[config.mk]
export PLATFORM = sky130hd
export DESIGN_NAME = utf8_stream_decoder
export DESIGN_NICKNAME = d
export VERILOG_FILES = /design/src/rtl/u8sd_pkg.sv /design/src/rtl/utf8_stream_decoder.sv /design/src/rtl/u8sd_in_stage.sv /design/src/rtl/u8sd_core.sv /design/src/rtl/u8sd_out_stage.sv
export SDC_FILE = /design/constraint.sdc
export NUM_CORES = 1
export LEC_CHECK = 0
export BUFFER_PORTS_ARGS = -buffer_cell sky130_fd_sc_hd__buf_2
export CORE_MARGIN = 5
export CORE_UTILIZATION = 59
export CTS_CLUSTER_SIZE = 10
export DETAILED_ROUTE_END_ITERATION = 8
export GPL_ROUTABILITY_DRIVEN = 0
export PLACE_DENSITY = 0.81
export SLEW_MARGIN = 20
export SYNTH_ARGS = -nofsm -noshare
export SYNTH_HDL_FRONTEND = slang
export SYNTH_SLANG_ARGS = --single-unit
export TNS_END_PERCENT = 10
[constraint.sdc]
create_clock -name clk -period 4.2 [get_ports clk]
set_input_delay 0.84 -clock clk [delete_from_list [all_inputs] [get_ports clk]]
set_output_delay 0.84 -clock clk [all_outputs]
set_load 0.05 [all_outputs]
[src/rtl/u8sd_pkg.sv]
package u8sd_pkg;

  localparam int COUNT_WIDTH = 32;
  localparam int CP_WIDTH    = 31;

  localparam logic KIND_CODE_POINT = 1'b0;
  localparam logic KIND_SUMMARY    = 1'b1;

  localparam logic STATUS_OK      = 1'b0;
  localparam logic STATUS_INVALID = 1'b1;

  localparam logic [7:0] BOM_BYTE0 = 8'hEF;
  localparam logic [7:0] BOM_BYTE1 = 8'hBB;
  localparam logic [7:0] BOM_BYTE2 = 8'hBF;

  localparam logic [CP_WIDTH-1:0] SCALAR_LIMIT   = 31'h0011_0000;
  localparam logic [CP_WIDTH-1:0] SURROGATE_LOW  = 31'h0000_D800;
  localparam logic [CP_WIDTH-1:0] SURROGATE_HIGH = 31'h0000_DFFF;

  typedef struct packed {
    logic       valid;
    logic [7:0] data_byte;
    logic       is_terminator;
  } item_t;

  typedef struct packed {
    logic                valid;
    logic                kind;
    logic [CP_WIDTH-1:0] code_point;
    logic                scalar_ok;
    logic [31:0]         char_count;
    logic                status;
  } result_t;

  typedef struct packed {
    logic [2:0] len;
    logic [6:0] payload;
  } lead_t;

  function automatic lead_t classify_lead(input logic [7:0] b);
    lead_t r;
    r = '0;
    if (b[7] == 1'b0) begin
      r.len = 3'd1;
      r.payload = b[6:0];
    end else if (b[7:5] == 3'b110) begin
      r.len = 3'd2;
      r.payload = {2'b00, b[4:0]};
    end else if (b[7:4] == 4'b1110) begin
      r.len = 3'd3;
      r.payload = {3'b000, b[3:0]};
    end else if (b[7:3] == 5'b11110) begin
      r.len = 3'd4;
      r.payload = {4'b0000, b[2:0]};
    end else if (b[7:2] == 6'b111110) begin
      r.len = 3'd5;
      r.payload = {5'b00000, b[1:0]};
    end else if (b[7:1] == 7'b1111110) begin
      r.len = 3'd6;
      r.payload = {6'b000000, b[0]};
    end
    return r;
  endfunction

  function automatic logic [7:0] bom_byte(input logic [1:0] pos);
    logic [7:0] r;
    case (pos)
      2'd0:    r = BOM_BYTE0;
      2'd1:    r = BOM_BYTE1;
      2'd2:    r = BOM_BYTE2;
      default: r = 8'h00;
    endcase
    return r;
  endfunction

  function automatic logic is_scalar(input logic [CP_WIDTH-1:0] cp);
    return (cp < SCALAR_LIMIT) && ((cp < SURROGATE_LOW) || (cp > SURROGATE_HIGH));
  endfunction

  function automatic logic [31:0] reported_count(input logic [COUNT_WIDTH-1:0] cnt);
    logic [63:0] ext;
    ext = 64'(cnt);
    return (|ext[63:32]) ? 32'hFFFF_FFFF : ext[31:0];
  endfunction

endpackage

[src/rtl/utf8_stream_decoder.sv]
// Channel   Direction  Handshake           Word
// in_       input      in_valid/in_stall   data_byte, is_terminator
// out_      output     out_valid/out_stall kind, code_point, scalar_ok, char_count, status
// cfg_      input      cfg_valid/cfg_ready skip_bom on cfg_data
//
// One byte can be accepted every cycle while the out_ side does not stall; its result
// passes from the input register into the result register, which drives the out_ ports.
// Reset (rst_n low, synchronous) empties both registers, clears the stream state
// and sets skip_bom to 1.
// A stalled result register holds its word and stalls the input only once the
// input register is full; cfg_ready is always high.
module utf8_stream_decoder (
  input  logic                          clk,
  input  logic                          rst_n,
  input  logic                          in_valid,
  output logic                          in_stall,
  input  logic [7:0]                    in_data_byte,
  input  logic                          in_is_terminator,
  output logic                          out_valid,
  input  logic                          out_stall,
  output logic                          out_kind,
  output logic [u8sd_pkg::CP_WIDTH-1:0] out_code_point,
  output logic                          out_scalar_ok,
  output logic [31:0]                   out_char_count,
  output logic                          out_status,
  input  logic                          cfg_valid,
  output logic                          cfg_ready,
  input  logic                          cfg_data
);

  logic              skip_bom_r;
  logic              advance;
  u8sd_pkg::item_t   item;
  u8sd_pkg::result_t result;

  assign cfg_ready = 1'b1;

  always_ff @(posedge clk) begin
    if (!rst_n) begin
      skip_bom_r <= 1'b1;
    end else if (cfg_valid && cfg_ready) begin
      skip_bom_r <= cfg_data;
    end
  end

  u8sd_in_stage u_in_stage (
    .clk              (clk),
    .rst_n            (rst_n),
    .in_valid         (in_valid),
    .in_stall         (in_stall),
    .in_data_byte     (in_data_byte),
    .in_is_terminator (in_is_terminator),
    .advance          (advance),
    .item             (item)
  );

  u8sd_core u_core (
    .clk      (clk),
    .rst_n    (rst_n),
    .skip_bom (skip_bom_r),
    .item     (item),
    .advance  (advance),
    .result   (result)
  );

  u8sd_out_stage u_out_stage (
    .clk            (clk),
    .rst_n          (rst_n),
    .item_valid     (item.valid),
    .result         (result),
    .advance        (advance),
    .out_valid      (out_valid),
    .out_stall      (out_stall),
    .out_kind       (out_kind),
    .out_code_point (out_code_point),
    .out_scalar_ok  (out_scalar_ok),
    .out_char_count (out_char_count),
    .out_status     (out_status)
  );

endmodule

[src/rtl/u8sd_in_stage.sv]
module u8sd_in_stage (
  input  logic            clk,
  input  logic            rst_n,
  input  logic            in_valid,
  output logic            in_stall,
  input  logic [7:0]      in_data_byte,
  input  logic            in_is_terminator,
  input  logic            advance,
  output u8sd_pkg::item_t item
);

  logic       valid_r, valid_nxt;
  logic [7:0] byte_r;
  logic       term_r;
  logic       accept;

  assign in_stall = valid_r && !advance;
  assign accept   = in_valid && !in_stall;

  always_comb begin
    valid_nxt = valid_r;
    if (accept) begin
      valid_nxt = 1'b1;
    end else if (advance) begin
      valid_nxt = 1'b0;
    end
  end

  always_ff @(posedge clk) begin
    if (!rst_n) begin
      valid_r <= 1'b0;
    end else begin
      valid_r <= valid_nxt;
    end
  end

  always_ff @(posedge clk) begin
    if (accept) begin
      byte_r <= in_data_byte;
      term_r <= in_is_terminator;
    end
  end

  assign item.valid         = valid_r;
  assign item.data_byte     = byte_r;
  assign item.is_terminator = term_r;

endmodule

[src/rtl/u8sd_core.sv]
module u8sd_core (
  input  logic              clk,
  input  logic              rst_n,
  input  logic              skip_bom,
  input  u8sd_pkg::item_t   item,
  input  logic              advance,
  output u8sd_pkg::result_t result
);

  logic [u8sd_pkg::CP_WIDTH-1:0]    acc_r, acc_nxt;
  logic [2:0]                       rem_r, rem_nxt;
  logic [u8sd_pkg::COUNT_WIDTH-1:0] count_r, count_nxt;
  logic                             err_r, err_nxt;
  logic [1:0]                       bom_pos_r, bom_pos_nxt;
  logic                             bom_cand_r, bom_cand_nxt;

  u8sd_pkg::lead_t               lead;
  logic                          mark_done;
  logic                          done;
  logic [u8sd_pkg::CP_WIDTH-1:0] cp;
  logic [u8sd_pkg::CP_WIDTH-1:0] shifted;

  always_comb begin
    acc_nxt      = acc_r;
    rem_nxt      = rem_r;
    count_nxt    = count_r;
    err_nxt      = err_r;
    bom_pos_nxt  = bom_pos_r;
    bom_cand_nxt = bom_cand_r;
    mark_done    = 1'b0;
    done         = 1'b0;
    cp           = '0;
    lead         = u8sd_pkg::classify_lead(item.data_byte);
    shifted      = {acc_r[u8sd_pkg::CP_WIDTH-7:0], item.data_byte[5:0]};
    result       = '0;
    result.kind  = u8sd_pkg::KIND_CODE_POINT;

    if (item.is_terminator) begin
      result.valid      = 1'b1;
      result.kind       = u8sd_pkg::KIND_SUMMARY;
      result.char_count = u8sd_pkg::reported_count(count_r);
      result.status     = (err_r || rem_r != 3'd0) ? u8sd_pkg::STATUS_INVALID
                                                   : u8sd_pkg::STATUS_OK;
      acc_nxt      = '0;
      rem_nxt      = 3'd0;
      count_nxt    = '0;
      err_nxt      = 1'b0;
      bom_pos_nxt  = 2'd0;
      bom_cand_nxt = 1'b1;
    end else if (!err_r) begin
      if (bom_cand_r) begin
        if (bom_pos_r != 2'd3 && item.data_byte == u8sd_pkg::bom_byte(bom_pos_r)) begin
          bom_pos_nxt = bom_pos_r + 2'd1;
          if (bom_pos_r == 2'd2) begin
            mark_done    = 1'b1;
            bom_cand_nxt = 1'b0;
          end
        end else begin
          bom_cand_nxt = 1'b0;
        end
      end

      if (rem_r == 3'd0) begin
        if (lead.len == 3'd0) begin
          err_nxt = 1'b1;
        end else if (lead.len == 3'd1) begin
          cp   = u8sd_pkg::CP_WIDTH'(lead.payload);
          done = 1'b1;
        end else begin
          acc_nxt = u8sd_pkg::CP_WIDTH'(lead.payload);
          rem_nxt = lead.len - 3'd1;
        end
      end else begin
        acc_nxt = shifted;
        rem_nxt = rem_r - 3'd1;
        if (rem_r == 3'd1) begin
          cp   = shifted;
          done = 1'b1;
        end
      end

      if (done) begin
        acc_nxt = '0;
        if (!(mark_done && skip_bom)) begin
          if (count_r != '1) begin
            count_nxt = count_r + u8sd_pkg::COUNT_WIDTH'(1);
          end
          result.valid      = 1'b1;
          result.code_point = cp;
          result.scalar_ok  = u8sd_pkg::is_scalar(cp);
          result.char_count = u8sd_pkg::reported_count(count_nxt);
          result.status     = u8sd_pkg::STATUS_OK;
        end
      end
    end

    if (!item.valid) begin
      result.valid = 1'b0;
    end
  end

  always_ff @(posedge clk) begin
    if (!rst_n) begin
      acc_r      <= '0;
      rem_r      <= 3'd0;
      count_r    <= '0;
      err_r      <= 1'b0;
      bom_pos_r  <= 2'd0;
      bom_cand_r <= 1'b1;
    end else if (advance) begin
      acc_r      <= acc_nxt;
      rem_r      <= rem_nxt;
      count_r    <= count_nxt;
      err_r      <= err_nxt;
      bom_pos_r  <= bom_pos_nxt;
      bom_cand_r <= bom_cand_nxt;
    end
  end

endmodule

[src/rtl/u8sd_out_stage.sv]
module u8sd_out_stage (
  input  logic                          clk,
  input  logic                          rst_n,
  input  logic                          item_valid,
  input  u8sd_pkg::result_t             result,
  output logic                          advance,
  output logic                          out_valid,
  input  logic                          out_stall,
  output logic                          out_kind,
  output logic [u8sd_pkg::CP_WIDTH-1:0] out_code_point,
  output logic                          out_scalar_ok,
  output logic [31:0]                   out_char_count,
  output logic                          out_status
);

  logic              valid_r, valid_nxt;
  u8sd_pkg::result_t data_r;
  logic              load;

  assign advance = item_valid && (!valid_r || !out_stall);
  assign load    = advance && result.valid;

  always_comb begin
    valid_nxt = valid_r;
    if (load) begin
      valid_nxt = 1'b1;
    end else if (!out_stall) begin
      valid_nxt = 1'b0;
    end
  end

  always_ff @(posedge clk) begin
    if (!rst_n) begin
      valid_r <= 1'b0;
    end else begin
      valid_r <= valid_nxt;
    end
  end

  always_ff @(posedge clk) begin
    if (load) begin
      data_r <= result;
    end
  end

  assign out_valid      = valid_r;
  assign out_kind       = data_r.kind;
  assign out_code_point = data_r.code_point;
  assign out_scalar_ok  = data_r.scalar_ok;
  assign out_char_count = data_r.char_count;
  assign out_status     = data_r.status;

endmodule

==> results of run 1 <==
[registers in the layout, indices dropped and copies added (netlist names)]
signal / cells
u_core.bom_cand_r: 1
u_core.err_r: 1
skip_bom_r: 1
u_core.bom_pos_r: 2
u_out_stage.out_status: 1
u_out_stage.out_char_count: 32
u_core.acc_r: 25
u_out_stage.out_scalar_ok: 1
u_in_stage.byte_r: 8
u_out_stage.out_valid: 1
u_out_stage.out_code_point: 31
u_in_stage.valid_r: 1
u_core.rem_r: 3
u_core.count_r: 32
u_out_stage.out_kind: 1
u_in_stage.term_r: 1
[metal layers]
layer | global-route usage | vias up
li1 | - | 2945
met1 | 0.350 | 2997
met2 | 0.411 | 417
met3 | 0.0570 | 90
met4 | 0.122 | 0
met5 | 0 | -
[layout by cell type, fill, tap and decap left out, types with 6 or more instances in the layout]
| master | netlist | final |
|---|---|---|
| buf_2 | 15 | 82 |
| dfxtp_1 | 67 | 67 |
| a21oi_1 | 48 | 48 |
| o21ai_0 | 44 | 44 |
| a21o_1 | 7 | 7 |
| o31ai_1 | 6 | 6 |
| a22o_1 | 18 | 18 |
| or2_2 | 6 | 6 |
| and3_1 | 15 | 15 |
| and4_1 | 7 | 7 |
| inv_1 | 27 | 26 |
| or3_1 | 22 | 22 |
| clkbuf_16 | 0 | 17 |
| a31oi_1 | 21 | 21 |
| buf_4 | 2 | 13 |
| o22ai_1 | 6 | 6 |
| nor3_1 | 18 | 18 |
| nor2_1 | 43 | 43 |
| nand2_1 | 63 | 63 |
| or4_1 | 10 | 10 |
| nand4_1 | 29 | 29 |
| edfxtp_1 | 75 | 75 |
| o21ai_1 | 7 | 7 |
| and2_1 | 30 | 30 |
| ha_1 | 10 | 10 |
| nand3_1 | 38 | 38 |
| nor4_1 | 7 | 7 |
[cell families (layout without fill, tap and decap cells)]
| logic type | Yosys count | in the layout | synth area share |
|---|---|---|---|
| adder cells (fa/ha/maj) | 10 | 10 | 0.0176 |
| XOR/XNOR | 6 | 6 | 0.00737 |
| multiplexers | 5 | 5 | 0.00702 |
| buffers and inverters | 80 | 157 | 0.0472 |
| AO/OA/AOI/OAI | 196 | 196 | 0.176 |
| AND/OR/NAND/NOR | 310 | 310 | 0.240 |
| flip-flops | 142 | 142 | 0.504 |
| other | 1 | 1 | 0.000526 |
[cell type report]
class,count,area (um2)
sequential,142,3590
inverter,28,105
timing repair buffer,97,548
clock buffer,18,429
fill,919,3730
multi-input combinational,528,3200
tap,147,184
clock inverter,14,123
[worst max-delay path, delay by kind of cell (launching register included)]
| family | cells | cell delay [ps] |
|---|---|---|
| AO/OA/AOI/OAI | 4 | 1120 |
| adder cells (fa/ha/maj) | 1 | 250 |
| buffers and inverters | 2 | 300 |
| flip-flops | 1 | 470 |
| AND/OR/NAND/NOR | 3 | 1470 |
[power by group]
group / total (uW) / switching, uW / leakage [uW] / internal, uW
sequential: 1510 / 20.0 / 0.00130 / 1490
clock: 1400 / 630 / 0.000257 / 774
combinational: 293 / 220 / 0.00150 / 73.8
[through the flow]
step | instances | util | worst slack [ps]
floorplan | 750 | - | 518
global placement | 942 | 0.640 | 894
detailed placement | 942 | 0.640 | 631
CTS | 974 | 0.687 | 583
global route | 974 | 0.687 | 178
finish | 974 | 0.687 | 421
[final timing paths]
kind                   startpoint                        endpoint
min               u_core.acc_r[1]                 u_core.acc_r[1]
max          u_in_stage.byte_r[2]  u_out_stage.out_char_count[24]
min reg2reg       u_core.acc_r[1]                 u_core.acc_r[1]
max reg2reg  u_in_stage.byte_r[2]  u_out_stage.out_char_count[24]
==> reports/metrics.yaml, run 1 <==
status:
  status: "complete, no violations"
clock_network:
  clk_latency_ps: 430
  cts_buffers: 17
  cts_buffer_depth: 2
  clockRootBuffer: "clkbuf_16"
  cts_hold_buffers: 0
  htree_levels: 4
  cts_tree: "yes"
  cts_sinks: 142
  cts_resized: 0
  path_clk_slew_ps: 70
  cts_setup_buffers: 0
finish:
  drive_gt1_frac: 0.183
  fin_area_um2: 8180
  diodes: 0
  fin_nets: 839
  synthToLayoutAreaGrowth_pct: 14.8
critical_path:
  path_cells: "inv_1 -> a21boi_0 -> o21ai_0 -> inv_1 -> ha_1 -> nand3b_1 -> o21ai_1 -> nand2_1 -> or3_1 -> o22ai_1"
  criticalPathCategory: "reg -> reg"
  rr_worst_depth: 10
  r2r_setup_slack_ps: 420
  crit_arrival_ps: 4040
  critPathMaxFanout: 20
  crit_path_frequent_cell: "inv_1"
  cp_data_required_time_ps: 4460
  crit_path_max_incr_delay_ps: 650
  end_kind: "flop"
  cp_slowest_cell: "nand2_1"
  cp-start-kind: "flop"
die:
  die_h_um: 120
  ios: 84
  core_area_um2: 11900
  die_width_um: 120
  start_util: 0.598
  fp-row-count: 40
  dieArea_um2: 14400
synthesis:
  avgSynthCellArea_um2: 9.50
  synthTopCellsByArea: "edfxtp_1, dfxtp_1, a21oi_1"
  yosysTopAreaCellShare: 0.316
  post_synth_most_frequent_cells: "edfxtp_1, dfxtp_1, nand2_1"
  synth_ff_type: "edfxtp_1"
  synth_top_cell_by_area: "edfxtp_1"
  yosysSeqAreaShare: 0.504
  syn_area_um2: 7130
  synth_edf_count: 75
  synth_most_common_cell: "edfxtp_1"
  synth_fp_nets: 775
  syn_inst: 750
  ys_ff_latch: 142
  synth_cell_types: 72
  async_flop_share: 0
  yosysWarnings: 0
drt:
  avgRoutedWirePerCell_um: 19.0
  wl_met3_um: 1770
  drt-met1-wl_um: 7500
  vias: 6449
  routed.top_layer: "met4"
  final_antenna_net_count: 0
  dr_wl_met2_um: 8450
  wl_um: 18500
  via_per_inst: 6.62
  drt_pre_antenna_iters: 6
  dr.first_iter.drc_count: 808
  drcViolationCount: 0
run:
  cap_violations: 0
worst_hold_path:
  hold_path_class: "reg -> reg"
  hold_depth: 2
pwr:
  ir_worst_vdd_uv: 216
  p_leak_uw: 0.00305
  power_density_nw_per_um2: 392
  p_total_uw: 3210
placed_design:
  place_area_um2: 7630
  portBuffers: 82
  dpl.hpwl_um: 12500
global_routing:
  gr-usage-all-layers: 0.263
  antenna_found_initial: 0
  grt_max_degree: 50
  grt_pass1_vias: 6204
  gr-total-overflow: 0
  grt_pass1_wl_um: 30500
sta:
  setup_viol: 0
  maxSlewHeadroom: 0.390
  finalHoldViolCount: 0
  tns_ps: 0
  rsz0062_at_grt: "false"
  tightestPinTransition_ps: 913
  hold-worst-slack_ps: 475
  min_period_ps: 3780
  drv_slew: 0
  finalClockSkew_ps: 7.33
  min_period_over_period: 0.900
  max_freq_mhz: 265
No activity file was read; power rests on OpenSTA's default activity.
==> run 2, diff against run 1 <==
--- a/config.mk
+++ b/config.mk
@@ -6,12 +6,14 @@
 export NUM_CORES = 1
 export LEC_CHECK = 0
 export BUFFER_PORTS_ARGS = -buffer_cell sky130_fd_sc_hd__buf_2
+export CELL_PAD_IN_SITES_DETAIL_PLACEMENT = 2
+export CELL_PAD_IN_SITES_GLOBAL_PLACEMENT = 2
 export CORE_MARGIN = 5
-export CORE_UTILIZATION = 59
+export CORE_UTILIZATION = 37
 export CTS_CLUSTER_SIZE = 10
 export DETAILED_ROUTE_END_ITERATION = 8
 export GPL_ROUTABILITY_DRIVEN = 0
-export PLACE_DENSITY = 0.81
+export PLACE_DENSITY_LB_ADDON = 0.1
 export SLEW_MARGIN = 20
 export SYNTH_ARGS = -nofsm -noshare
 export SYNTH_HDL_FRONTEND = slang
==> run 2 against run 1 <==
Via count fell by 1.5%. Highest routed layer unchanged. Routed wire length up 35%. Non-clock buffer count increased by 2. Largest power group unchanged.
==> reports/metrics.yaml, run 2 (synthesis results as in run 1) <==
status:
  status: "complete, no violations"
placed_design:
  portBuffers: 82  # unchanged
  placed_cells: 1057  # +12%
  pre_cts_slack_ps: 895  # +263 ps
  place_area_um2: 7770  # +1.9%
  dpl.hpwl_um: 17500  # +40%
global_routing:
  met2_usage: 0.409  # -0.00246
  grt_pass1_vias: 6915  # +11%
  grt_max_degree: 48  # -4.0%
  use_met1: 0.275  # -0.0755
  use_met3: 0.0401  # -0.0169
  gr-total-overflow: 0  # unchanged
  grt_pass1_wl_um: 39400  # +29%
  gr-usage-all-layers: 0.228  # -0.0350
  gr-max-usage-layer: "met2"
  antenna_found_initial: 0  # unchanged
sta:
  finalClockSkew_ps: 12.0  # +4.72 ps
  tightestPinTransition_ps: 954  # +40.7 ps
  min_period_over_period: 0.822  # -0.0774
  rsz0062_at_grt: "false"
  postLayoutSetupSlackWorst_ps: 746  # +325 ps
  max_freq_mhz: 289  # +9.4%
  min_period_ps: 3450  # -325 ps
  finalHoldViolCount: 0  # unchanged
  setup_viol: 0  # unchanged
  drv_slew: 0  # unchanged
  tns_ps: 0  # unchanged
  maxSlewHeadroom: 0.362  # -0.0272
finish:
  diodes: 0  # unchanged
  layout_common_cells: "buf_2, edfxtp_1, dfxtp_1"
  drive_gt1_frac: 0.185  # +0.00197
  final_cells: 1089  # +12%
  fin_nets: 841  # +0.24%
  fin_area_um2: 8340  # +2.0%
  mostFrequentLayoutCell: "buf_2"
  synthToLayoutAreaGrowth_pct: 17.1
  fillCellCount: 2031  # +120%
critical_path:
  cp-start-kind: "flop"
  criticalPathCategory: "reg -> reg"
  critPathMaxFanout: 14  # -30%
  end_kind: "flop"
  cp_data_required_time_ps: 4570  # +110 ps
  rr_worst_depth: 10  # unchanged
  r2r_setup_slack_ps: 750  # +330 ps
  crit_arrival_ps: 3830  # -210 ps
drt:
  dr.first_iter.drc_count: 305  # -62%
  drt_pre_antenna_iters: 4  # -2
  drcViolationCount: 0  # unchanged
  wl_um: 25000  # +35%
  avgRoutedWirePerCell_um: 23.0  # +21%
  via_per_inst: 5.84  # -12%
  vias: 6355  # -1.5%
  final_antenna_net_count: 0  # unchanged
worst_hold_path:
  hold_depth: 2  # unchanged
  hold_path_class: "reg -> reg"
die:
  start_util: 0.378  # -0.220
  core_area_um2: 18800  # +58%
  die_h_um: 149  # +24%
  fp-row-count: 50  # +25%
  ios: 84  # unchanged
  dieArea_um2: 22100  # +54%
  die_width_um: 149  # +24%
clock_network:
  cts_resized: 0  # unchanged
  cts_buffers: 17  # unchanged
  clk_latency_ps: 430  # about the same
  cts_buffer_depth: 2  # unchanged
  cts_hold_buffers: 0  # unchanged
  htree_levels: 4  # unchanged
  clockRootBuffer: "clkbuf_16"
  cts_setup_buffers: 0  # unchanged
  cts_tree: "yes"
  path_clk_slew_ps: 70  # about the same
  cts_sinks: 142  # unchanged
pwr:
  p_total_uw: 3310  # +3.3%
  ir_worst_vdd_uv: 276  # +28%
  power_density_nw_per_um2: 397  # +1.3%
  p_leak_uw: 0.00308  # +0.83%
run:
  cap_violations: 0  # unchanged
==> run 2: cell count changes in the layout (fill, tap and decap cells not counted), sizes merged <==
cell,delta
clkinvlp,-3
buf,+2
clkinv,+2
inv,+2
clkbuf,-1
==> run 2: path summary, 6_finish.rpt <==
check	start	to
hold / removal	u_core.bom_pos_r[0]	u_core.bom_pos_r[0]
setup reg to reg	u_core.rem_r[1]	u_core.count_r[18]
setup / recovery	u_core.rem_r[1]	u_core.count_r[18]
hold reg to reg	u_core.bom_pos_r[0]	u_core.bom_pos_r[0]
==> run 2: metal layers <==
metal  share of wire  vias up  wire (um)
met4           0.022        0        560
li1                -     2942          -
met5               0        -          0
met2            0.52      137      13000
met3           0.038       38        947
met1            0.42     3238      10500
==> run 2: layout make-up <==
class | count | area [um2] | share of cell area
clock inverter | 15 | 146 | 0.0175
timing repair buffer | 99 | 551 | 0.0660
tap | 260 | 325 | 0.0390
inverter | 28 | 105 | 0.0126
multi-input combinational | 528 | 3200 | 0.383
sequential | 142 | 3590 | 0.431
clock buffer | 17 | 425 | 0.0510
==> run 2: critical path: stages, from the launching register on <==
cell	delay, ps
dfxtp_1	330
inv_1	110
ha_1	350
nor2b_1	730
nand3b_1	260
o21ai_1	180
buf_4	220
nand2_1	390
buf_4	340
a211oi_1	260
o221a_2	220
==> run 2: through the flow <==
step | hold slack, ps | util
floorplan | 432 | -
global placement | 445 | 0.413
detailed placement | 459 | 0.413
CTS | 490 | 0.443
global route | 514 | 0.443
finish | 492 | 0.443
==> run 2: report_power, final <==
part | total, uW | internal, uW | switching (uW)
logic | 311 | 73.7 | 238
registers | 1510 | 1490 | 24.3
clock network | 1490 | 789 | 700
